**config.mk**
```make
export PLATFORM = sky130hd
export DESIGN_NAME = url_query_splitter_decoder_top
export DESIGN_NICKNAME = d
export VERILOG_FILES = /design/src/sv/uqsd_pkg.sv /design/src/sv/url_query_splitter_decoder_top.sv
export SDC_FILE = /design/constraint.sdc
export NUM_CORES = 1
export LEC_CHECK = 0
export BUFFER_PORTS_ARGS = -buffer_cell sky130_fd_sc_hd__buf_4
export CORE_AREA = 2 2 138 140
export CTS_CLUSTER_SIZE = 12
export DETAILED_ROUTE_END_ITERATION = 6
export DIE_AREA = 0 0 140 142
export SLEW_MARGIN = 20
export SYNTH_ARGS = -nofsm -noshare
export SYNTH_HDL_FRONTEND = slang
export SYNTH_SLANG_ARGS = --single-unit
```
**constraint.sdc**
```tcl
create_clock -name clk -period 5.4 [get_ports clk]
set_clock_uncertainty 0.2 [all_clocks]
set_input_delay 0.54 -clock clk [delete_from_list [all_inputs] [get_ports clk]]
set_output_delay 0.54 -clock clk [all_outputs]
set_load 0.03 [all_outputs]
```
**src/sv/uqsd_pkg.sv**
```systemverilog
package uqsd_pkg;

  localparam logic [7:0] CH_PLUS    = 8'h2B;  // '+'
  localparam logic [7:0] CH_PERCENT = 8'h25;  // '%'
  localparam logic [7:0] CH_QUERY   = 8'h3F;  // '?'
  localparam logic [7:0] CH_AMP     = 8'h26;  // '&'
  localparam logic [7:0] CH_EQUAL   = 8'h3D;  // '='
  localparam logic [7:0] CH_SPACE   = 8'h20;  // ' '

  localparam logic [7:0] MAX_PAIRS_RESET = 8'd32;
  localparam logic [8:0] PAIR_CNT_MAX    = 9'd511;

  // Result queue: deep enough to take one full burst of three results
  // while one older result is still waiting.
  localparam int QDEPTH   = 4;
  localparam int QPTR_W   = $clog2(QDEPTH);
  localparam int QCNT_W   = $clog2(QDEPTH + 1);
  localparam int MAX_EMIT = 3;

  typedef enum logic [1:0] {
    PH_PRE   = 2'd0,
    PH_NAME  = 2'd1,
    PH_VALUE = 2'd2
  } phase_t;

  typedef enum logic [1:0] {
    ESC_NONE = 2'd0,
    ESC_HIGH = 2'd1,
    ESC_LOW  = 2'd2
  } esc_t;

  typedef enum logic [1:0] {
    KIND_NAME     = 2'd0,
    KIND_VALUE    = 2'd1,
    KIND_PAIR_END = 2'd2,
    KIND_TGT_END  = 2'd3
  } kind_t;

  typedef enum logic [1:0] {
    ST_OK      = 2'd0,
    ST_INVALID = 2'd1,
    ST_CAPACITY = 2'd2
  } status_t;

  typedef struct packed {
    logic [7:0] data;
    kind_t      kind;
    logic [7:0] pair_index;
    status_t    status;
    logic       last;
  } result_t;

  // Bit 4 set means the byte is not a hex digit.
  function automatic logic [4:0] hex_val(input logic [7:0] c);
    logic [4:0] v;
    v = 5'h10;
    if (c inside {[8'h30:8'h39]}) v = {1'b0, 4'(c - 8'h30)};
    else if (c inside {[8'h41:8'h46]}) v = {1'b0, 4'(c - 8'h37)};
    else if (c inside {[8'h61:8'h66]}) v = {1'b0, 4'(c - 8'h57)};
    return v;
  endfunction

  function automatic logic [7:0] pair_idx(input logic [8:0] cnt);
    logic [7:0] v;
    if (cnt == 9'd0) v = 8'd0;
    else if (cnt > 9'd256) v = 8'd255;
    else v = 8'(cnt - 9'd1);
    return v;
  endfunction

  function automatic status_t cur_status(input logic [8:0] cnt, input logic err,
                                         input logic [7:0] max_pairs);
    status_t s;
    if (cnt > {1'b0, max_pairs}) s = ST_CAPACITY;
    else if (err) s = ST_INVALID;
    else s = ST_OK;
    return s;
  endfunction

endpackage

```
**src/sv/url_query_splitter_decoder_top.sv**
```systemverilog
// URL query splitter and percent decoder.
// Input channel (in_valid / in_stall): one raw byte of a request target per
// transaction, in_last on the final byte. Bytes before the first '?' are
// skipped; the query is split on '&' into pairs and on the first '=' into
// name and value. '+' becomes a space, %XX becomes one byte.
// Result channel (out_valid / out_stall): decoded name/value bytes, a pair-end
// marker per pair and a target-end marker (out_last) carrying final status.
// A byte causes zero to three results.
// Results of a byte are queued when it is taken and reach the port behind any
// older results. Throughput: one byte per cycle while it yields at most one
// result and the result side does not stall; the sustained rate is set by the
// single-result-per-cycle output port.
// A four-entry result queue sits between decode logic and the output; the
// input is stalled only when the queue could not absorb a full burst of three.
// cfg_wr_en writes max_pairs (reset 32); write it only while idle.
// Reset (rst_n low, synchronous) empties the queue, returns the parser to
// "before '?'" and restores max_pairs. A stall on the result side holds the
// queue head and, once more than one result waits, back-pressures the input.
module url_query_splitter_decoder_top (
  input  logic       clk,
  input  logic       rst_n,
  input  logic       in_valid,
  output logic       in_stall,
  input  logic [7:0] in_byte,
  input  logic       in_last,
  output logic       out_valid,
  input  logic       out_stall,
  output logic [7:0] out_byte,
  output logic [1:0] out_kind,
  output logic [7:0] out_pair_index,
  output logic [1:0] out_status,
  output logic       out_last,
  input  logic       cfg_wr_en,
  input  logic [7:0] cfg_wr_data
);
  import uqsd_pkg::*;

  // Parser state
  phase_t      phase_r, phase_nxt;
  esc_t        esc_r, esc_nxt;
  logic [3:0]  hi_r, hi_nxt;
  logic [8:0]  pcnt_r, pcnt_nxt;
  logic        err_r, err_nxt;
  logic [7:0]  max_pairs_r;

  // Result queue
  result_t             q_mem_r [QDEPTH];
  logic [QPTR_W-1:0]   wr_ptr_r, rd_ptr_r;
  logic [QCNT_W-1:0]   q_cnt_r;

  result_t             slot [MAX_EMIT];
  logic [1:0]          n_emit;

  logic in_acc, out_pop;

  assign out_valid = (q_cnt_r != '0);
  assign out_pop   = out_valid && !out_stall;
  // Accept only when a full burst fits after this cycle's pop.
  assign in_stall  = (q_cnt_r > QCNT_W'(QDEPTH - MAX_EMIT) + QCNT_W'(out_pop));
  assign in_acc    = in_valid && !in_stall;

  // Decode one byte: next state plus up to three results, in order.
  always_comb begin
    logic [4:0] h;
    kind_t      dkind;
    phase_nxt = phase_r;
    esc_nxt   = esc_r;
    hi_nxt    = hi_r;
    pcnt_nxt  = pcnt_r;
    err_nxt   = err_r;
    n_emit    = 2'd0;
    h         = hex_val(in_byte);
    dkind     = (phase_r == PH_VALUE) ? KIND_VALUE : KIND_NAME;
    for (int k = 0; k < MAX_EMIT; k++) begin
      slot[k] = '0;
    end

    if (phase_r == PH_PRE) begin
      if (in_byte == CH_QUERY) phase_nxt = PH_NAME;
    end else begin
      if (pcnt_nxt == 9'd0) pcnt_nxt = 9'd1;
      if (in_byte == CH_AMP) begin
        if (esc_r != ESC_NONE) err_nxt = 1'b1;
        esc_nxt = ESC_NONE;
        slot[n_emit] = '{8'd0, KIND_PAIR_END, pair_idx(pcnt_nxt),
                         cur_status(pcnt_nxt, err_nxt, max_pairs_r), 1'b0};
        n_emit = n_emit + 2'd1;
        if (pcnt_nxt < PAIR_CNT_MAX) pcnt_nxt = pcnt_nxt + 9'd1;
        phase_nxt = PH_NAME;
      end else if (in_byte == CH_EQUAL && phase_r == PH_NAME) begin
        if (esc_r != ESC_NONE) err_nxt = 1'b1;
        esc_nxt   = ESC_NONE;
        phase_nxt = PH_VALUE;
      end else if (esc_r == ESC_HIGH) begin
        if (h[4]) begin
          err_nxt = 1'b1;
          esc_nxt = ESC_NONE;
        end else begin
          hi_nxt  = h[3:0];
          esc_nxt = ESC_LOW;
        end
      end else if (esc_r == ESC_LOW) begin
        esc_nxt = ESC_NONE;
        if (h[4]) begin
          err_nxt = 1'b1;
        end else begin
          slot[n_emit] = '{{hi_r, h[3:0]}, dkind, pair_idx(pcnt_nxt),
                           cur_status(pcnt_nxt, err_nxt, max_pairs_r), 1'b0};
          n_emit = n_emit + 2'd1;
        end
      end else if (in_byte == CH_PERCENT) begin
        esc_nxt = ESC_HIGH;
      end else begin
        slot[n_emit] = '{(in_byte == CH_PLUS) ? CH_SPACE : in_byte, dkind,
                         pair_idx(pcnt_nxt),
                         cur_status(pcnt_nxt, err_nxt, max_pairs_r), 1'b0};
        n_emit = n_emit + 2'd1;
      end
    end

    if (in_last) begin
      if (pcnt_nxt != 9'd0) begin
        if (esc_nxt != ESC_NONE) err_nxt = 1'b1;
        slot[n_emit] = '{8'd0, KIND_PAIR_END, pair_idx(pcnt_nxt),
                         cur_status(pcnt_nxt, err_nxt, max_pairs_r), 1'b0};
        n_emit = n_emit + 2'd1;
      end
      slot[n_emit] = '{8'd0, KIND_TGT_END, pair_idx(pcnt_nxt),
                       cur_status(pcnt_nxt, err_nxt, max_pairs_r), 1'b1};
      n_emit = n_emit + 2'd1;
      // Drop all parser state for the next target.
      phase_nxt = PH_PRE;
      esc_nxt   = ESC_NONE;
      hi_nxt    = 4'd0;
      pcnt_nxt  = 9'd0;
      err_nxt   = 1'b0;
    end
  end

  // Parser state advances only on an accepted byte; the config register loads on cfg_wr_en.
  always_ff @(posedge clk) begin
    if (!rst_n) begin
      phase_r     <= PH_PRE;
      esc_r       <= ESC_NONE;
      hi_r        <= 4'd0;
      pcnt_r      <= 9'd0;
      err_r       <= 1'b0;
      max_pairs_r <= MAX_PAIRS_RESET;
    end else begin
      if (in_acc) begin
        phase_r <= phase_nxt;
        esc_r   <= esc_nxt;
        hi_r    <= hi_nxt;
        pcnt_r  <= pcnt_nxt;
        err_r   <= err_nxt;
      end
      if (cfg_wr_en) max_pairs_r <= cfg_wr_data;
    end
  end

  // Queue pointers and fill count.
  always_ff @(posedge clk) begin
    if (!rst_n) begin
      wr_ptr_r <= '0;
      rd_ptr_r <= '0;
      q_cnt_r  <= '0;
    end else begin
      if (in_acc) wr_ptr_r <= wr_ptr_r + QPTR_W'(n_emit);
      if (out_pop) rd_ptr_r <= rd_ptr_r + QPTR_W'(1);
      q_cnt_r <= q_cnt_r + (in_acc ? QCNT_W'(n_emit) : QCNT_W'(0))
                 - QCNT_W'(out_pop);
    end
  end

  // Queue storage: write the burst at consecutive slots.
  always_ff @(posedge clk) begin
    if (in_acc) begin
      for (int k = 0; k < MAX_EMIT; k++) begin
        if (2'(k) < n_emit) q_mem_r[wr_ptr_r + QPTR_W'(k)] <= slot[k];
      end
    end
  end

  assign out_byte       = q_mem_r[rd_ptr_r].data;
  assign out_kind       = q_mem_r[rd_ptr_r].kind;
  assign out_pair_index = q_mem_r[rd_ptr_r].pair_index;
  assign out_status     = q_mem_r[rd_ptr_r].status;
  assign out_last       = q_mem_r[rd_ptr_r].last;

`ifndef ASSERT_OFF
  a_qcnt_bound: assert property (@(posedge clk) disable iff (!rst_n)
    q_cnt_r <= QCNT_W'(QDEPTH))
    else $error("result queue overflow");

  a_last_resets: assert property (@(posedge clk) disable iff (!rst_n)
    in_acc && in_last |=> phase_r == PH_PRE && pcnt_r == 9'd0 && err_r == 1'b0)
    else $error("parser state not cleared after target end");

  a_last_queued: assert property (@(posedge clk) disable iff (!rst_n)
    in_acc && in_last |=> out_valid)
    else $error("target end produced no result");

  a_last_kind: assert property (@(posedge clk) disable iff (!rst_n)
    out_valid && out_last |-> out_kind == KIND_TGT_END)
    else $error("out_last on a non target-end result");
`endif

endmodule

```
Word level (Yosys, flattened, before mapping)
Memories as Yosys holds them, arrays and structs flattened. A register that Yosys moved wholly into a read port is not among the register bits.
Index checks and enable logic that the tools add are counted.
{"block": "totals", "mem_bits_ro": 0, "latch_bits": 0, "reg_bits": 33, "elab_cells": 183, "mem_count": 1, "mem_bits_rw": 84}
{"block": "classes", "shifts": 0, "n_mul": 0, "n_eq_ne": 14, "n_lt_le_gt_ge": 19, "bitwise_logic": 2, "div_mod_pow": 0, "n_reduce_logical": 22, "add_sub_neg": 15, "muxes": 101}
{"name": "q_mem_r", "words": 4, "word_bits": 21, "read_ports": 1, "rd_clocked_by_memory_dff": 1, "write_ports": 3, "line": "url_query_splitter_decoder_top.sv:47", "source": "result_t q_mem_r [QDEPTH];"}
{"operator": "two-way mux 21 bit", "n": 9}
{"operator": "two-way mux 63 bit", "n": 3}
{"operator": "bitwise mux 63 bit", "n": 2}
{"operator": "demux 21 bit (select 2 bit)", "n": 2}
{"operator": "two-way mux 8 bit", "n": 8}
{"operator": "two-way mux 2 bit", "n": 31}
{"operator": "two-way mux 9 bit", "n": 6}
{"operator": "== test 8 x 6 -> 1 bit (second input constant)", "n": 5}
{"operator": "two-way mux 1 bit", "n": 31}
{"operator": "logical NOT 9 bit", "n": 3}
{"operator": "two-way mux 4 bit", "n": 6}
{"operator": "> comparator 9 x 8 -> 1 bit", "n": 2}
{"operator": "> comparator 9 bit (second input constant)", "n": 2}
{"operator": ">= comparator 8 x 7 -> 1 bit (second input constant)", "n": 2}
{"operator": "less-or-equal comparator 8 x 7 -> 1 bit (second input constant)", "n": 2}
{"operator": "subtractor 8 x 1 -> 8 bit (second input constant)", "n": 2}
{"operator": "two-way mux 5 bit", "n": 3}
{"operator": "adder 9 x 1 -> 9 bit (second input constant)", "n": 1}
{"operator": "< comparator 9 bit (second input constant)", "n": 1}
{"operator": "nonzero test 9 bit", "n": 1}
{"operator": "adder 2 x 1 -> 2 bit (second input constant)", "n": 4}
{"operator": ">= comparator 8 x 6 -> 1 bit (second input constant)", "n": 1}
{"operator": "less-or-equal comparator 8 x 6 -> 1 bit (second input constant)", "n": 1}
{"operator": "logical AND 1 bit", "n": 8}
{"operator": "24 further kinds", "n": 37}

Logic depth before layout (Yosys ltp)
{"block": "logic_depth", "ltp_word": 23, "mapped_depth": 23, "mapped_depth_nobuf": 21}

Worst setup path after synthesis
No wires, ideal clock.
{"block": "synth_timing", "path_kind": "register -> register", "startpoint": "reg pcnt_r[6]", "endpoint": "mem q_mem_r[0][0] (netlist name) (enable)", "arrival_ns": 5.305, "setup_time_ns": 0.432, "path_slack_ns": -0.536, "n_path_buf": 2, "required_time_ns": 4.768, "path_stages_with_launch": 18, "path_cell_list": "dfxtp_1 -> clkbuf_1 -> nor4_1 -> a21oi_1 -> inv_1 -> ha_1 -> nand4_1 -> or3_1 -> o21ai_1 -> o211ai_2 -> nor3_2 -> buf_4 -> inv_2 -> ha_1 -> nand2_1 -> a21boi_0 -> a21oi_1 -> o31ai_1"}
{"item": "start, declared", "line": "url_query_splitter_decoder_top.sv:42", "source": "logic [8:0] pcnt_r, pcnt_nxt;"}
{"item": "start signal, assigned", "line": "url_query_splitter_decoder_top.sv:154", "source": "pcnt_r <= pcnt_nxt;"}
{"item": "end, declared", "line": "url_query_splitter_decoder_top.sv:47"}

==> results.toml <==
[routing]
overall_via_count_from_detail_route = 6983
first_iter_violations = 513
drc = 3
drt-vias-per-instance = 6.10
final_antenna_net_count = 0
detail_route.first_pass.iterations = 7
routedWlPerCell_um = 21.5
detail_route.wirelength_um = 24600

[setup_path]
regToRegStartpoint = "pcnt_r[6]"
worstPathMaxFanout = 10
timing.critical_path.required_ns = 5.36
worst_setup_path_start_kind = "flip-flop"
critical_path_class = "flip-flop to flip-flop"
worstPathArrival_ns = 4.88
element_type_at_the_critical_path_end = "flip-flop"
critical_path.startpoint = "pcnt_r[6]"

[floorplan]
core_area_um2 = 18500
start_util = 0.432
floorplan.rows = 50
die_area_um2 = 19900
fp.dieW_um = 140
floorplan.die.height_um = 142
top_level_pins = 45

[logic_synthesis]
yosys.area_share.xor_xnor = 0.0165
post_synth_and_or_nand_nor_area_fraction = 0.201
synthesis.area_um2 = 7970
synth_top_area_share = 0.316
dominantRegCellSynth = "sky130_fd_sc_hd__edfxtp_1"
synth-seq-cells = 119
netlist_cell_types = 82
syn_inst = 825
synthArstFlopShare = 0
yosysSeqAreaShare = 0.404
synth_area_per_cell_um2 = 9.67
combinational_family_with_the_most_area_after_synthesis = "compound AO/OA/AOI/OAI gates"
synth.largest_area_cell = "sky130_fd_sc_hd__edfxtp_1"
postSynthNetCount = 877
synth_area_leaders = "sky130_fd_sc_hd__edfxtp_1 (32%), sky130_fd_sc_hd__dfxtp_1 (8.8%), sky130_fd_sc_hd__mux4_2 (5.9%)"
yosysWarnings = 0
synth_fa_ha_area_frac = 0.0493
yosys-mux-area-fraction = 0.0731
synth_compound_gate_area_share = 0.212
synth_edf_count = 84

[sta]
final_setup_fails = 0
max_clock_freq_mhz = 203
timing.final.crit_period_ns = 4.93
timing_worst_slew_pin_value_ns = 1.18
number_of_hold_violations_in_the_final_report = 0
grt_setup_unrepaired = "false"
relSlewSlack = 0.204
drv_slew = 0
period_share = 0.912

[power]
swShare = 0.367
power.share.combinational = 0.359
switching_power_w = 0.00130
internal_power_w = 0.00224
leakagePower_nw = 3.63
seqPwrFrac = 0.330
power.total_w = 0.00354
ir_drop_uv = 220
clock_power_share = 0.311
cellPowerDensity_nw_per_um2 = 370

[run]
max_cap_violations = 0

[placed_design]
finalWeightedCongestion = 0.995
place_hpwl_um = 18600
port_buffers = 44
numPlacedInstances = 1110

[min_path]
holdCritPathClass = "input port to flip-flop"
timing.hold.worst.start = "cfg_wr_data[5]"

[global_routing]
grt_pass1_vias = 7065
grtUsageTotal = 0.255
largest_net_degree_at_the_start_of_global_routing = 35
initial_antenna_violation_count = 0
overflow = 0
first_pass_grt_wire_length_um = 38900

[cells_and_area]
fill_cells = 1649
layout_common_cells = "sky130_fd_sc_hd__buf_4 (95), sky130_fd_sc_hd__nor2_1 (93), sky130_fd_sc_hd__edfxtp_1 (84)"
multi_input_comb_area_um2 = 4430
mostFrequentLayoutCell = "sky130_fd_sc_hd__buf_4"
insertedDiodeCount = 0
post_layout_nonfiller_instances = 1144
layout.nets = 949
area_growth_syn_to_layout_pct = 20.0
final_layout_size_suffix_gt1_frac = 0.222
register_area_um2 = 3220
layout.core_utilization = 0.519

[clock_tree]
cts_sinks = 119
numCtsBuffers = 17
cts-root-to-sink-buffers = 2
cts_hold_buffers = 0
insertion_delay_ns = 0.42
clk_pin_slew_ns = 0.06
htree_num_levels = 4
clockRootBuffer = "sky130_fd_sc_hd__clkbuf_16"
tritoncts_clock_tree = "done"

[status]
failing_checks = "DRC"
status = "complete, but fails checks"
## power groups by stage
stage	logic (W)	registers [W]	clock network [W]
after global routing	0.00137	0.00118	0.00117
after CTS	0.00125	0.00117	0.00112
final	0.00127	0.00117	0.00110
after floorplan	0.000834	0.00116	0
after global placement	0.00123	0.00118	0
after detailed placement	0.00124	0.00119	0
## cells by family (layout without fill, tap and decap cells)
family,after synthesis,after routing
adder cells (fa/ha/maj),31,31
flip-flops,119,119
multiplexers,32,32
buffers and inverters,91,176
XOR/XNOR,15,15
AO/OA/AOI/OAI,228,228
AND/OR/NAND/NOR,309,309
## worst max-delay path, stage by stage, from the launching register on
cell	delay (ns)
sky130_fd_sc_hd__dfxtp_1	0.32
sky130_fd_sc_hd__nor4_2	0.42
sky130_fd_sc_hd__a21oi_1	0.23
sky130_fd_sc_hd__inv_1	0.12
sky130_fd_sc_hd__ha_1	0.16
sky130_fd_sc_hd__nand4_1	0.13
sky130_fd_sc_hd__or3_1	0.40
sky130_fd_sc_hd__or3_1	0.40
sky130_fd_sc_hd__o211ai_2	0.11
sky130_fd_sc_hd__nor3_2	0.09
sky130_fd_sc_hd__buf_4	0.16
sky130_fd_sc_hd__ha_1	0.20
sky130_fd_sc_hd__nor2_1	0.14
sky130_fd_sc_hd__and4_1	0.27
sky130_fd_sc_hd__inv_2	0.10
sky130_fd_sc_hd__or2_1	0.25
sky130_fd_sc_hd__a21oi_1	0.26
sky130_fd_sc_hd__nor2_1	0.22
sky130_fd_sc_hd__a211oi_1	0.34
sky130_fd_sc_hd__o22ai_1	0.14
## timing repair
item / CTS / global route
endpoints found under the setup margin: 0 / 24
buffers inserted: 0 / 2
resized for setup: 0 / 1
endpoints found under the hold margin: 0 / 0
## worst paths after layout
kind | end | slack (ns) | cells after the start
worst min-delay path | max_pairs_r[5] | 0.15 | 3
worst max register to register | q_mem_r[3][8] | 0.47 | 19
worst max-delay path | q_mem_r[3][8] | 0.47 | 19
worst min register to register | max_pairs_r[3] | 0.32 | 2
## state kept, by name, summed over array words and instances (netlist names), 3 cells and up, named ones only
name	cells
hi_r	4
q_mem_r	84
pcnt_r	9
max_pairs_r	8
q_cnt_r	3
## area by class of cell
class / count / area share
clock buffers: 17 / 0.0445
flip-flops and latches: 119 / 0.337
multi-input cells: 615 / 0.463
repair buffers: 104 / 0.0933
well taps: 234 / 0.0306
inverters: 40 / 0.0157
clock inverters: 15 / 0.0163
## metrics by stage
step	hold WS (ns)	worst slack, ns	area (µm²)	TNS, ns
floorplan	0.279	-0.445	7980	-28.01
global placement	0.289	0.245	8940	0
detailed placement	0.309	0.0511	8940	0
CTS	0.133	0.165	9520	0
global route	0.146	0.203	9570	0
finish	0.151	0.475	9570	0
## metal layers
metal | GRT usage | routed length (µm) | vias up
li1 | - | - | 3268
met1 | 0.325 | 10400 | 3377
met2 | 0.416 | 11600 | 282
met3 | 0.0599 | 1710 | 56
met4 | 0.113 | 856 | 0
met5 | 0 | 0 | -
## cells in the mapped netlist (4+ instances only)
cell type and number:
sky130_fd_sc_hd__nor2_1 93, sky130_fd_sc_hd__edfxtp_1 84, sky130_fd_sc_hd__nand2_1 62, sky130_fd_sc_hd__clkbuf_1 44
sky130_fd_sc_hd__dfxtp_1 35, sky130_fd_sc_hd__inv_1 35, sky130_fd_sc_hd__a21oi_1 34, sky130_fd_sc_hd__o21ai_0 34
sky130_fd_sc_hd__ha_1 29, sky130_fd_sc_hd__nand3_1 26, sky130_fd_sc_hd__nor2b_1 24, sky130_fd_sc_hd__mux4_2 21
sky130_fd_sc_hd__o22ai_1 21, sky130_fd_sc_hd__nor3_1 18, sky130_fd_sc_hd__a22oi_1 16, sky130_fd_sc_hd__and2_1 13
sky130_fd_sc_hd__o21ai_1 13, sky130_fd_sc_hd__xnor2_1 12, sky130_fd_sc_hd__a211oi_1 11, sky130_fd_sc_hd__mux2i_1 11
sky130_fd_sc_hd__nand2b_1 11, sky130_fd_sc_hd__nor4_1 11, sky130_fd_sc_hd__or3_1 11, sky130_fd_sc_hd__a21o_1 10
sky130_fd_sc_hd__o31ai_1 9, sky130_fd_sc_hd__o211ai_1 7, sky130_fd_sc_hd__o221ai_1 7, sky130_fd_sc_hd__a21boi_0 6
sky130_fd_sc_hd__a31oi_1 6, sky130_fd_sc_hd__inv_2 5, sky130_fd_sc_hd__nand4_1 5, sky130_fd_sc_hd__o21a_1 5
sky130_fd_sc_hd__a221oi_2 4, sky130_fd_sc_hd__and3_1 4, sky130_fd_sc_hd__nor3_2 4, sky130_fd_sc_hd__o311ai_0 4
sky130_fd_sc_hd__or2_1 4
Note: power is estimated with default switching activity, not from simulation.
